[src/design/tfc_pkg.sv]
// types and constants of the thermal fan controller
// no dependencies
package tfc_pkg;

  localparam int unsigned TempW  = 12;
  localparam int unsigned DutyW  = 13;
  localparam int unsigned ThrW   = 8;
  localparam int unsigned LvlW   = 4;
  localparam int unsigned PageW  = 3;
  localparam int unsigned MotorW = 2;
  localparam int unsigned CmdW   = 2;

  typedef enum logic [CmdW-1:0] {
    CmdSample = 2'd0,
    CmdOption = 2'd1,
    CmdInc    = 2'd2,
    CmdDec    = 2'd3
  } cmd_e;

  typedef enum logic [MotorW-1:0] {
    MotorOff      = 2'd0,
    MotorLow      = 2'd1,
    MotorHigh     = 2'd2,
    MotorShutdown = 2'd3
  } motor_e;

  typedef enum logic [PageW-1:0] {
    PageRun       = 3'd0,
    PageLowThr    = 3'd1,
    PageHighThr   = 3'd2,
    PageDangerThr = 3'd3,
    PageLowLvl    = 3'd4,
    PageHighLvl   = 3'd5
  } page_e;

  typedef logic signed [TempW-1:0] temp_t;
  typedef logic signed [ThrW-1:0]  thr_t;
  typedef logic        [LvlW-1:0]  lvl_t;
  typedef logic        [DutyW-1:0] duty_t;

  localparam thr_t  DangerCeil   = 8'sd125;
  localparam thr_t  LowFloor     = -8'sd55;
  localparam duty_t DutyMax      = 13'h1FFF;

  localparam thr_t  LowThrRst    = 8'sd25;
  localparam thr_t  HighThrRst   = 8'sd30;
  localparam thr_t  DangerThrRst = 8'sd70;
  localparam lvl_t  LowLvlRst    = 4'd4;
  localparam lvl_t  HighLvlRst   = 4'd9;

endpackage

[src/design/tfc_if.sv]
// valid/ready channels of the thermal fan controller
// depends on tfc_pkg
interface tfc_in_if;
  logic                       valid;
  logic                       ready;
  logic [tfc_pkg::CmdW-1:0]   cmd;
  logic signed [tfc_pkg::TempW-1:0] temp_sixteenths;

  modport source (output valid, cmd, temp_sixteenths, input ready);
  modport sink   (input valid, cmd, temp_sixteenths, output ready);
endinterface

interface tfc_out_if;
  logic                         valid;
  logic                         ready;
  logic [tfc_pkg::DutyW-1:0]    pwm_compare;
  logic [tfc_pkg::MotorW-1:0]   motor_state;
  logic [tfc_pkg::PageW-1:0]    menu_page_out;
  logic signed [tfc_pkg::ThrW-1:0] page_value;
  logic                         shutdown_latched;

  modport source (output valid, pwm_compare, motor_state, menu_page_out, page_value,
                  shutdown_latched, input ready);
  modport sink   (input valid, pwm_compare, motor_state, menu_page_out, page_value,
                  shutdown_latched, output ready);
endinterface

[src/design/thermal_fan_controller_with_menu.sv]
// thermal fan controller with settings menu: one result per sample or button event
// a result passes the input register, then the result register
// throughput: one item per cycle while the output is not stalled; the settings and control
// state update once per item, so the next item sees it without a bubble
// reset: asynchronous active low; settings return to their defaults, both stages empty
// depends on tfc_pkg and tfc_if
module thermal_fan_controller_with_menu #(
  parameter int unsigned DUTY_STEP       = 500,
  parameter int unsigned MAX_MOTOR_LEVEL = 10
) (
  input  logic      clk_i,
  input  logic      rst_ni,
  tfc_in_if.sink    in_i,
  tfc_out_if.source out_o
);

  localparam int unsigned LvlW    = tfc_pkg::LvlW;
  localparam int unsigned ThrW    = tfc_pkg::ThrW;
  localparam int unsigned DutyW   = tfc_pkg::DutyW;
  localparam int unsigned ProdRaw = $clog2(DUTY_STEP * ((1 << LvlW) - 1) + 1);
  localparam int unsigned ProdW   = (ProdRaw > DutyW) ? ProdRaw : DutyW + 1;
  localparam logic [ProdW-1:0]   StepVal  = ProdW'(DUTY_STEP);
  localparam logic [ProdW-1:0]   DutyMaxW = ProdW'(tfc_pkg::DutyMax);
  localparam tfc_pkg::lvl_t      MaxLevel = LvlW'(MAX_MOTOR_LEVEL);

  // input stage
  logic                  s1_valid_q;
  tfc_pkg::cmd_e         s1_cmd_q;
  tfc_pkg::temp_t        s1_temp_q;
  logic                  out_free;
  logic                  s1_fire;

  // settings and control state
  tfc_pkg::temp_t  temp_q, temp_d;
  tfc_pkg::page_e  page_q, page_d;
  tfc_pkg::thr_t   low_q, low_d, high_q, high_d, danger_q, danger_d;
  tfc_pkg::lvl_t   llvl_q, llvl_d, hlvl_q, hlvl_d;
  logic            run_q, run_d;
  tfc_pkg::duty_t  duty_q, duty_d;
  tfc_pkg::motor_e level_q, level_d;

  // result register
  logic            out_valid_q;
  tfc_pkg::duty_t  out_pwm_q;
  tfc_pkg::motor_e out_motor_q;
  tfc_pkg::page_e  out_page_q;
  tfc_pkg::thr_t   out_pv_q;
  logic            out_shut_q;
  tfc_pkg::thr_t   pv_d;

  // widened settings arithmetic
  logic signed [ThrW:0] low_x, high_x, danger_x;
  logic signed [ThrW:0] low_p1, high_p1, high_m1, danger_m1;
  tfc_pkg::thr_t        low_up, low_dn, high_up, high_dn, danger_up, danger_dn;
  logic [LvlW:0]        llvl_p1, hlvl_p1, llvl_x, hlvl_x;
  tfc_pkg::lvl_t        llvl_up, llvl_dn, hlvl_up, hlvl_dn;

  // control thresholds and duties
  tfc_pkg::temp_t       low_s, high_s, danger_s;
  logic [ProdW-1:0]     prod_low, prod_high;
  tfc_pkg::duty_t       duty_low, duty_high;

  assign out_free   = !out_valid_q || out_o.ready;
  assign s1_fire    = s1_valid_q && out_free;
  assign in_i.ready = !s1_valid_q || out_free;

  always_ff @(posedge clk_i or negedge rst_ni) begin
    if (!rst_ni) begin
      s1_valid_q <= 1'b0;
    end else if (in_i.ready) begin
      s1_valid_q <= in_i.valid;
    end
  end

  always_ff @(posedge clk_i) begin
    if (in_i.valid && in_i.ready) begin
      s1_cmd_q  <= tfc_pkg::cmd_e'(in_i.cmd);
      s1_temp_q <= in_i.temp_sixteenths;
    end
  end

  assign low_x     = {low_q[ThrW-1], low_q};
  assign high_x    = {high_q[ThrW-1], high_q};
  assign danger_x  = {danger_q[ThrW-1], danger_q};
  assign low_p1    = low_x + 9'sd1;
  assign high_p1   = high_x + 9'sd1;
  assign high_m1   = high_x - 9'sd1;
  assign danger_m1 = danger_x - 9'sd1;

  assign low_up    = (low_p1 >= high_x) ? high_q : low_p1[ThrW-1:0];
  assign low_dn    = (low_q > tfc_pkg::LowFloor) ? ThrW'(low_q - 8'sd1) : low_q;
  assign high_up   = (high_p1 >= danger_x) ? danger_q : high_p1[ThrW-1:0];
  assign high_dn   = (high_m1 <= low_x) ? low_q : high_m1[ThrW-1:0];
  assign danger_up = (danger_q < tfc_pkg::DangerCeil) ? ThrW'(danger_q + 8'sd1) : danger_q;
  assign danger_dn = (danger_m1 <= high_x) ? high_q : danger_m1[ThrW-1:0];

  assign llvl_x  = {1'b0, llvl_q};
  assign hlvl_x  = {1'b0, hlvl_q};
  assign llvl_p1 = llvl_x + 5'd1;
  assign hlvl_p1 = hlvl_x + 5'd1;
  assign llvl_up = (llvl_p1 >= hlvl_x) ? hlvl_q : llvl_p1[LvlW-1:0];
  assign llvl_dn = (llvl_q == '0) ? '0 : LvlW'(llvl_q - 4'd1);
  assign hlvl_up = (hlvl_p1 > {1'b0, MaxLevel}) ? MaxLevel : hlvl_p1[LvlW-1:0];
  assign hlvl_dn = (hlvl_x <= llvl_p1) ? llvl_q : LvlW'(hlvl_q - 4'd1);

  // settings do not change on the run page, so the stored values feed the rule
  assign low_s    = {low_q, 4'b0000};
  assign high_s   = {high_q, 4'b0000};
  assign danger_s = {danger_q, 4'b0000};

  assign prod_low  = ProdW'(llvl_q) * StepVal;
  assign prod_high = ProdW'(hlvl_q) * StepVal;
  assign duty_low  = (prod_low > DutyMaxW) ? tfc_pkg::DutyMax : prod_low[DutyW-1:0];
  assign duty_high = (prod_high > DutyMaxW) ? tfc_pkg::DutyMax : prod_high[DutyW-1:0];

  always_comb begin
    temp_d   = temp_q;
    page_d   = page_q;
    low_d    = low_q;
    high_d   = high_q;
    danger_d = danger_q;
    llvl_d   = llvl_q;
    hlvl_d   = hlvl_q;
    run_d    = run_q;
    duty_d   = duty_q;
    level_d  = level_q;
    pv_d     = '0;

    case (s1_cmd_q)
      tfc_pkg::CmdSample: begin
        temp_d = s1_temp_q;
      end
      tfc_pkg::CmdOption: begin
        page_d = (page_q >= tfc_pkg::PageHighLvl) ? tfc_pkg::PageRun
                                                  : tfc_pkg::page_e'(page_q + 3'd1);
      end
      tfc_pkg::CmdInc: begin
        case (page_q)
          tfc_pkg::PageLowThr:    low_d    = low_up;
          tfc_pkg::PageHighThr:   high_d   = high_up;
          tfc_pkg::PageDangerThr: danger_d = danger_up;
          tfc_pkg::PageLowLvl:    llvl_d   = llvl_up;
          tfc_pkg::PageHighLvl:   hlvl_d   = hlvl_up;
          default: ;
        endcase
      end
      tfc_pkg::CmdDec: begin
        case (page_q)
          tfc_pkg::PageLowThr:    low_d    = low_dn;
          tfc_pkg::PageHighThr:   high_d   = high_dn;
          tfc_pkg::PageDangerThr: danger_d = danger_dn;
          tfc_pkg::PageLowLvl:    llvl_d   = llvl_dn;
          tfc_pkg::PageHighLvl:   hlvl_d   = hlvl_dn;
          default: ;
        endcase
      end
      default: ;
    endcase

    if (page_d == tfc_pkg::PageRun) begin
      if (temp_d <= low_s) begin
        duty_d  = '0;
        run_d   = 1'b1;
        level_d = tfc_pkg::MotorOff;
      end
      if (temp_d > low_s && run_d) begin
        duty_d  = duty_low;
        level_d = tfc_pkg::MotorLow;
      end
      if (temp_d >= high_s && run_d) begin
        duty_d  = duty_high;
        level_d = tfc_pkg::MotorHigh;
      end
      if (temp_d > danger_s) begin
        duty_d  = '0;
        run_d   = 1'b0;
        level_d = tfc_pkg::MotorShutdown;
      end
      if (!run_d) begin
        level_d = tfc_pkg::MotorShutdown;
      end
    end

    case (page_d)
      tfc_pkg::PageLowThr:    pv_d = low_d;
      tfc_pkg::PageHighThr:   pv_d = high_d;
      tfc_pkg::PageDangerThr: pv_d = danger_d;
      tfc_pkg::PageLowLvl:    pv_d = ThrW'(llvl_d);
      tfc_pkg::PageHighLvl:   pv_d = ThrW'(hlvl_d);
      default:                pv_d = '0;
    endcase
  end

  always_ff @(posedge clk_i or negedge rst_ni) begin
    if (!rst_ni) begin
      temp_q   <= '0;
      page_q   <= tfc_pkg::PageRun;
      low_q    <= tfc_pkg::LowThrRst;
      high_q   <= tfc_pkg::HighThrRst;
      danger_q <= tfc_pkg::DangerThrRst;
      llvl_q   <= tfc_pkg::LowLvlRst;
      hlvl_q   <= tfc_pkg::HighLvlRst;
      run_q    <= 1'b1;
      duty_q   <= '0;
      level_q  <= tfc_pkg::MotorOff;
    end else if (s1_fire) begin
      temp_q   <= temp_d;
      page_q   <= page_d;
      low_q    <= low_d;
      high_q   <= high_d;
      danger_q <= danger_d;
      llvl_q   <= llvl_d;
      hlvl_q   <= hlvl_d;
      run_q    <= run_d;
      duty_q   <= duty_d;
      level_q  <= level_d;
    end
  end

  always_ff @(posedge clk_i or negedge rst_ni) begin
    if (!rst_ni) begin
      out_valid_q <= 1'b0;
    end else if (out_free) begin
      out_valid_q <= s1_valid_q;
    end
  end

  always_ff @(posedge clk_i) begin
    if (s1_fire) begin
      out_pwm_q   <= duty_d;
      out_motor_q <= level_d;
      out_page_q  <= page_d;
      out_pv_q    <= pv_d;
      out_shut_q  <= !run_d;
    end
  end

  assign out_o.valid            = out_valid_q;
  assign out_o.pwm_compare      = out_pwm_q;
  assign out_o.motor_state      = out_motor_q;
  assign out_o.menu_page_out    = out_page_q;
  assign out_o.page_value       = out_pv_q;
  assign out_o.shutdown_latched = out_shut_q;

endmodule

[src/flat_wrapper.sv]
// flat-port wrapper written by rule: the top's interface ports become plain ports
module thermal_fan_controller_with_menu_flat 
#(
  parameter int unsigned DUTY_STEP       = 500,
  parameter int unsigned MAX_MOTOR_LEVEL = 10
)
  (clk_i, rst_ni, in_i_valid, in_i_cmd, in_i_temp_sixteenths, in_i_ready, out_o_valid, out_o_pwm_compare, out_o_motor_state, out_o_menu_page_out, out_o_page_value, out_o_shutdown_latched, out_o_ready);
  tfc_in_if in_i_i ();
  tfc_out_if out_o_i ();
  input  logic clk_i;
  input  logic rst_ni;
  input wire logic [$bits(in_i_i.valid)-1:0] in_i_valid;
  input wire logic [$bits(in_i_i.cmd)-1:0] in_i_cmd;
  input wire logic [$bits(in_i_i.temp_sixteenths)-1:0] in_i_temp_sixteenths;
  output wire logic [$bits(in_i_i.ready)-1:0] in_i_ready;
  output wire logic [$bits(out_o_i.valid)-1:0] out_o_valid;
  output wire logic [$bits(out_o_i.pwm_compare)-1:0] out_o_pwm_compare;
  output wire logic [$bits(out_o_i.motor_state)-1:0] out_o_motor_state;
  output wire logic [$bits(out_o_i.menu_page_out)-1:0] out_o_menu_page_out;
  output wire logic [$bits(out_o_i.page_value)-1:0] out_o_page_value;
  output wire logic [$bits(out_o_i.shutdown_latched)-1:0] out_o_shutdown_latched;
  input wire logic [$bits(out_o_i.ready)-1:0] out_o_ready;
  assign in_i_i.valid = in_i_valid;
  assign in_i_i.cmd = in_i_cmd;
  assign in_i_i.temp_sixteenths = in_i_temp_sixteenths;
  assign in_i_ready = in_i_i.ready;
  assign out_o_valid = out_o_i.valid;
  assign out_o_pwm_compare = out_o_i.pwm_compare;
  assign out_o_motor_state = out_o_i.motor_state;
  assign out_o_menu_page_out = out_o_i.menu_page_out;
  assign out_o_page_value = out_o_i.page_value;
  assign out_o_shutdown_latched = out_o_i.shutdown_latched;
  assign out_o_i.ready = out_o_ready;
  thermal_fan_controller_with_menu #(.DUTY_STEP(DUTY_STEP), .MAX_MOTOR_LEVEL(MAX_MOTOR_LEVEL)) u_core (.clk_i(clk_i), .rst_ni(rst_ni), .in_i(in_i_i), .out_o(out_o_i));
endmodule
[config.mk]
export PLATFORM = sky130hd
export DESIGN_NAME = thermal_fan_controller_with_menu_flat
export DESIGN_NICKNAME = d
export VERILOG_FILES = /design/src/design/tfc_pkg.sv /design/src/design/tfc_if.sv /design/src/design/thermal_fan_controller_with_menu.sv /design/src/flat_wrapper.sv
export SDC_FILE = /design/constraint.sdc
export NUM_CORES = 1
export LEC_CHECK = 0
export BUFFER_PORTS_ARGS = -buffer_cell sky130_fd_sc_hd__buf_2
export CAP_MARGIN = 40
export CORE_MARGIN = 2
export CORE_UTILIZATION = 45
export DETAILED_ROUTE_END_ITERATION = 16
export GPL_TIMING_DRIVEN = 1
export PLACE_DENSITY = 0.66
export SLEW_MARGIN = 0
export SYNTH_ARGS = -nofsm -noshare
export SYNTH_HDL_FRONTEND = slang
export SYNTH_SLANG_ARGS = --single-unit
[constraint.sdc]
create_clock -name clk_i -period 4.8 [get_ports clk_i]
set_input_delay 0.96 -clock clk_i [delete_from_list [all_inputs] [get_ports clk_i]]
set_output_delay 0.96 -clock clk_i [all_outputs]
set_load 0.02 [all_outputs]
### Word-level counts from Yosys, hierarchy flattened

Index checks and enable logic that the tools add are counted.

| word-level totals | value |
|---|---|
| bits in registers | 106 |
| bits of input ports | 18 |
| output and inout bits | 29 |
| word-level logic and storage cells | 120 |

| cells by class | value |
|---|---|
| add/sub/neg operators | 11 |
| multiply operators | 2 |
| order comparisons | 16 |
| eq/ne operators | 13 |
| mux-type cells | 47 |
| reductions and logical operators | 12 |

Operators by type and width:

| operator | number |
|---|---|
| two-way mux 8 bit | 12 |
| two-way mux 13 bit | 7 |
| case mux 8 bit (2 select lines) | 3 |
| case mux 8 bit (5 select lines) | 1 |
| two-way mux 4 bit | 8 |
| greater-than comparator 13 bit, second input constant | 2 |
| greater-than comparator 12 bit | 2 |
| multiplier 4 x 7 -> 11 bit, second input constant | 2 |
| adder 8 x 2 -> 9 bit, second input constant | 2 |
| >= comparator 9 x 8 -> 1 bit | 2 |
| <= comparator 9 x 8 -> 1 bit | 2 |
| subtractor 8 x 2 -> 9 bit, second input constant | 2 |
| case mux 4 bit (2 select lines) | 2 |
| equality test 3 x 2 -> 1 bit, second input constant | 4 |
| equality test 3 bit, second input constant | 4 |
| >= comparator 12 bit | 1 |
| <= comparator 12 bit | 1 |
| two-way mux 12 bit | 1 |
| two-way mux 2 bit | 6 |
| adder 4 x 1 -> 5 bit, second input constant | 2 |
| adder 8 x 2 -> 8 bit, second input constant | 1 |
| greater-than comparator 8 x 7 -> 1 bit, second input constant | 1 |
| less-than comparator 8 bit, second input constant | 1 |
| subtractor 4 x 1 -> 4 bit, second input constant | 2 |
| 17 further kinds | 30 |

### Logic depth before layout (Yosys ltp)

| depth | value |
|---|---|
| depth in word-level cells | 11 |
| depth in mapped cells | 15 |

### Worst setup path after synthesis

No wires, ideal clock.

| timing path | value |
|---|---|
| path type | reg2reg |
| from | register u_core.low_q[4] |
| to | register u_core.out_pv_q[3], in the netlist u_core.out_o.page_value[3] (data pin) |
| arrival | 3.306 ns |
| path slack | 1.227 ns |
| cell stages (with the launch flop) | 15 |
| clock period less this slack | 3.573 ns |
| cells stage by stage | dfstp_2 -> buf_2 -> inv_1 -> nor4_1 -> xnor2_1 -> ha_1 -> a21o_1 -> a2111oi_4 -> o22ai_2 -> or2_1 -> buf_6 -> o31a_1 -> o211a_1 -> a32oi_1 -> o211ai_1 |

| on the way | value |
|---|---|
| cells in the longest elaborated chain, start to end | 6 |
| elaborated cells on any way between the ends | 13 |
| classes of those cells | 1 x add/sub; 3 x order compare; 9 x mux |

RTL lines:

| what | line | source |
|---|---|---|
| start: declaration | thermal_fan_controller_with_menu.sv:36 | `tfc_pkg::thr_t low_q, low_d, high_q, high_d, danger_q, danger_d;` |
| start signal: assignment | thermal_fan_controller_with_menu.sv:198 | `low_q <= tfc_pkg::LowThrRst;` |
| start signal: assignment | thermal_fan_controller_with_menu.sv:209 | `low_q <= low_d;` |
| adder 8 x 2 -> 9 bit | thermal_fan_controller_with_menu.sv:85 | `assign low_p1 = low_x + 9'sd1;` |
| >= comparator 9 x 8 -> 1 bit | thermal_fan_controller_with_menu.sv:90 | `assign low_up = (low_p1 >= high_x) ? high_q : low_p1[ThrW-1:0];` |
| two-way mux 8 bit | thermal_fan_controller_with_menu.sv:90 |  |
| two-way mux 8 bit | thermal_fan_controller_with_menu.sv:138 | `case (page_q)` |
| case mux 8 bit (2 select lines) | thermal_fan_controller_with_menu.sv:129 | `case (s1_cmd_q)` |
| case mux 8 bit (5 select lines) * | thermal_fan_controller_with_menu.sv:184 | `case (page_d)` |
| via u_core.pv_d[3] | thermal_fan_controller_with_menu.sv:49 | `tfc_pkg::thr_t pv_d;` |
| end signal: assignment | thermal_fan_controller_with_menu.sv:233 | `out_pv_q <= pv_d;` |
| end: declaration | thermal_fan_controller_with_menu.sv:47 | `tfc_pkg::thr_t out_pv_q;` |

The timed path passes the listed nets; every way through them passes the cells marked *.
A chain may end at the register's enable or synchronous reset.

### Worst setup path in the final report

| timing path | value |
|---|---|
| from | register u_core.low_q[0] |
| to | register u_core.out_pv_q[7], in the netlist u_core.out_o.page_value[7] (data pin) |

Same word-level chain as after synthesis.

==> metrics.cfg <==
[critical_path]
regToRegStartpoint = u_core.low_q[0]$_DFFE_PN1P_
cp-end-kind = register
required_ns = 4.91
worstRegToRegCells = 13
ff2ff_setup_slack_ns = 0.51
timing.critical_path.arrival_ns = 4.40
path_cells = ha_1 > nand2_1 > nor4_1 > xnor2_1 > ha_1 > a21o_1 > a2111oi_4 > o22ai_2 > or2_1 > o21ai_0 > a22oi_1 > o221ai_1 > o21ai_0
critical_path.slowest_cell = sky130_fd_sc_hd__dfstp_2
worst-path-stages = 13
timing.critical_path.max_delay_family = compound AO/OA/AOI/OAI gates
criticalPathCategory = register to register
worst-path-max-fanout = 12
worst_r2r_endpoint = u_core.out_o.page_value[7]$_DFFE_PP_
startpoint_type = register
timing.critical_path.slowest_cell_delay_ns = 0.71
critical_path.n_buffers_inverters = 0

[clock_tree]
post-cts-setup-buffers = 0
clockBufferDepth = 2
cts-buffers-inserted = 9
worst_skew_pair.late_latency_ns = 0.37
worst_setup_hold_path_clk_slew_ns = 0.08
cts_hold_buffers = 0
clock_sinks = 106
cts_tree = done
cts_root_buf = sky130_fd_sc_hd__clkbuf_16
cts_repair_resize_count = 0
cts_max_level = 3

[floorplan]
die-area_sq_um = 22700
design.core.area_sq_um = 21000
starting_utilization_of_the_core_area_pct = 46.0
boundaryPins = 47
placement_rows = 53
dieHeight_microns = 151
chipWidth_microns = 151

[global_routing]
via_count_of_the_first_global_routing_pass = 8399
globalRouteOverflowTotal = 0
grt_max_degree = 57
grt_first_pass_wirelength_microns = 45800
grt_use_total_pct = 25.9
initial_antenna_violation_count = 0

[sta]
timing.final.crit_share_pct = 89.4
fmax_mhz = 233
grt_setup_unrepaired = false
maxSlewViolCount = 0
tightest_slew_ns = 0.845
timing.final.crit_period_ns = 4.29
finalHoldViolCount = 0
finalClockSkew_ns = 0.00900
setup_failing_eps_final = 0
setup_tns_final_ns = 0
timing.slew.headroom_pct = 42.2

[pwr]
power.total_mw = 8.16
power-per-cell-area_nw_per_um2 = 785
ir_worst_vdd_uv = 483
intPower_mw = 3.87
switching_share_pct = 52.5
power_switching_mw = 4.28
comb_power_share_pct = 69.9
portion_of_total_power_attributed_to_sequential_cells_pct = 20.6
static-leakage-power_nw = 4.35
part_of_the_total_power_dissipated_in_the_clock_network_pct = 9.5

[final_layout]
post_layout_nonfiller_instances = 1410
drive_gt1_share_pct = 11.8
area.growth.synth_to_final_pct = 7.54
final_util_pct = 49.4
antenna-diode-count = 0
net_count_reported_at_finish = 1274

[synthesis]
netlist_instances = 1115
postSynthNetCount = 1259
postSynth.asyncResetShare_pct = 61.3
synth.avg_cell_area_sq_um = 8.67
yosys_warnings = 0
ys_types = 84
seq_area_frac_synth_pct = 29.8
postSynthRegisterBits = 106
synth_edf_count = 41
postSynth.topFlopCell = sky130_fd_sc_hd__dfrtp_1
mappedNetlistArea_sq_um = 9660

[run]
max-cap-violations = 0

[status]
run_status = finished, final reports clean

[worst_hold_path]
worstHoldPathType = register to register
hold_path_startpoint = u_core.temp_q[9]$_DFFE_PN0P_
hold_path_end = u_core.temp_q[9]$_DFFE_PN0P_
worstHoldPathCells = 2

[route]
avg_wl_per_cell_microns = 20.4
dr.first_iter.drc_count = 798
ant_nets = 0
wl_microns = 28800
drt-pass1-iter-count = 6
num_vias = 8724
drc_errors = 0
drt-vias-per-instance = 6.19

[place]
dp.final_hpwl_microns = 21700
port_buffers = 46
numPlacedInstances = 1394
place_congestion = 0.946

-- per-layer routing --
metal	wire [microns]	part of all wire (%)	track usage, %
met1	12000	42	34.1
met5	0	0	0
met4	959	3.3	8.92
met3	2050	7.1	3.79
met2	13800	48	43.5
-- worst max path at each step --
stage	endpoint	slack [ns]	from
5_1_grt	u_core.out_o.page_value[7]$_DFFE_PP_	0.33	u_core.low_q[0]$_DFFE_PN1P_
3_5_place_dp	u_core.out_o.page_value[7]$_DFFE_PP_	0.67	u_core.low_q[0]$_DFFE_PN1P_
6_report	u_core.out_o.page_value[7]$_DFFE_PP_	0.51	u_core.low_q[0]$_DFFE_PN1P_
3_3_place_gp	u_core.out_o.page_value[7]$_DFFE_PP_	0.68	u_core.low_q[0]$_DFFE_PN1P_
4_1_cts	u_core.out_o.page_value[7]$_DFFE_PP_	0.65	u_core.low_q[0]$_DFFE_PN1P_
2_1_floorplan	u_core.out_o.page_value[3]$_DFFE_PP_	1.23	u_core.low_q[4]$_DFFE_PN1P_
-- worst reg2reg max path, delay by kind of cell, from the launching register on --
kind / cells / cell delay, ns
adder cells (fa/ha/maj): 2 / 0.61
flip-flops: 1 / 0.71
AO/OA/AOI/OAI: 7 / 1.77
AND/OR/NAND/NOR: 3 / 0.73
XOR/XNOR: 1 / 0.20
-- sequential cells by signal (all words and copies together), names as in the netlist, 2 cells and up --
register and cells:
u_core.out_o.menu_page_out 3, u_core.temp_q 12, u_core.out_o.page_value 8, u_core.duty_q 13
u_core.level_q 2, u_core.out_o.pwm_compare 13, u_core.danger_q 8, u_core.out_o.motor_state 2
u_core.low_q 8, u_core.high_q 8, u_core.hlvl_q 4, u_core.s1_temp_q 12
u_core.page_q 3, u_core.s1_cmd_q 2, u_core.llvl_q 4
-- kinds of logic after synthesis --
family                     Yosys count  share of synthesized area (%)
muxes                               41                           4.56
DFF                                106                           29.8
and+or+nand+nor                    365                           18.1
buffers and inverters              128                           5.31
AOI/OAI and AO/OA                  313                           21.6
adders and majority gates          126                           17.4
xor gates and xnor gates            36                           3.26
-- cell type report --
class	count	area (sq um)
Multi-Input combinational cell	881	6280
Timing Repair Buffer	57	313
Clock buffer	9	225
Fill cell	2037	10600
Inverter	75	282
Tap cell	275	344
Clock inverter	7	75.1
Sequential cell	106	2880
-- Yosys cell counts (12+ instances only) --
cell	n	area, sq um
sky130_fd_sc_hd__nand2_1	143	537
sky130_fd_sc_hd__ha_1	112	1400
sky130_fd_sc_hd__o21ai_0	108	541
sky130_fd_sc_hd__inv_1	71	267
sky130_fd_sc_hd__nor2_1	63	236
sky130_fd_sc_hd__dfrtp_1	51	1280
sky130_fd_sc_hd__a21oi_1	49	245
sky130_fd_sc_hd__edfxtp_1	41	1230
sky130_fd_sc_hd__clkbuf_1	36	135
sky130_fd_sc_hd__nand3_1	28	140
sky130_fd_sc_hd__xnor2_1	26	228
sky130_fd_sc_hd__nor3_1	24	120
sky130_fd_sc_hd__mux2_2	20	225
sky130_fd_sc_hd__mux2i_1	20	200
sky130_fd_sc_hd__nand4_1	16	100
sky130_fd_sc_hd__a31oi_1	15	93.8
sky130_fd_sc_hd__and2_1	14	87.6
sky130_fd_sc_hd__dfstp_2	14	368
sky130_fd_sc_hd__fa_1	14	280
sky130_fd_sc_hd__nand2b_1	14	87.6
sky130_fd_sc_hd__o211ai_1	13	97.6
sky130_fd_sc_hd__a21o_1	12	90.1
sky130_fd_sc_hd__nor2b_1	12	75.1
-- layout by cell type (no fill, tap or decap), drive strengths merged, types with 15 or more instances in the layout --
cell    synthesis  final
a21oi          49     49
a31oi          15     15
buf            17     57
dfrtp          51     51
edfxtp         41     41
ha            112    112
inv            73     78
mux2           21     21
mux2i          20     20
nand2         143    143
nand3          28     28
nand4          16     16
nor2           64     64
nor3           25     25
o21ai         111    111
xnor2          26     26
-- power by group through the flow --
| stage | clock network (mW) | logic, mW | registers, mW |
|---|---|---|---|
| floorplan | 0 | 4.33 | 1.51 |
| global placement | 0 | 5.52 | 1.68 |
| detailed placement | 0 | 5.58 | 1.69 |
| CTS | 0.792 | 5.63 | 1.67 |
| global route | 0.811 | 6.36 | 1.73 |
| finish | 0.774 | 5.70 | 1.68 |
-- per-stage QoR --
stage	setup WS [ns]	instance area [sq um]	hold WS (ns)
after floorplan	1.23	9660	0.442
after global placement	0.677	10100	0.455
after detailed placement	0.674	10100	0.461
after CTS	0.654	10400	0.481
after global routing	0.330	10400	0.510
final	0.511	10400	0.479
Power figures use the tool's default switching activity.
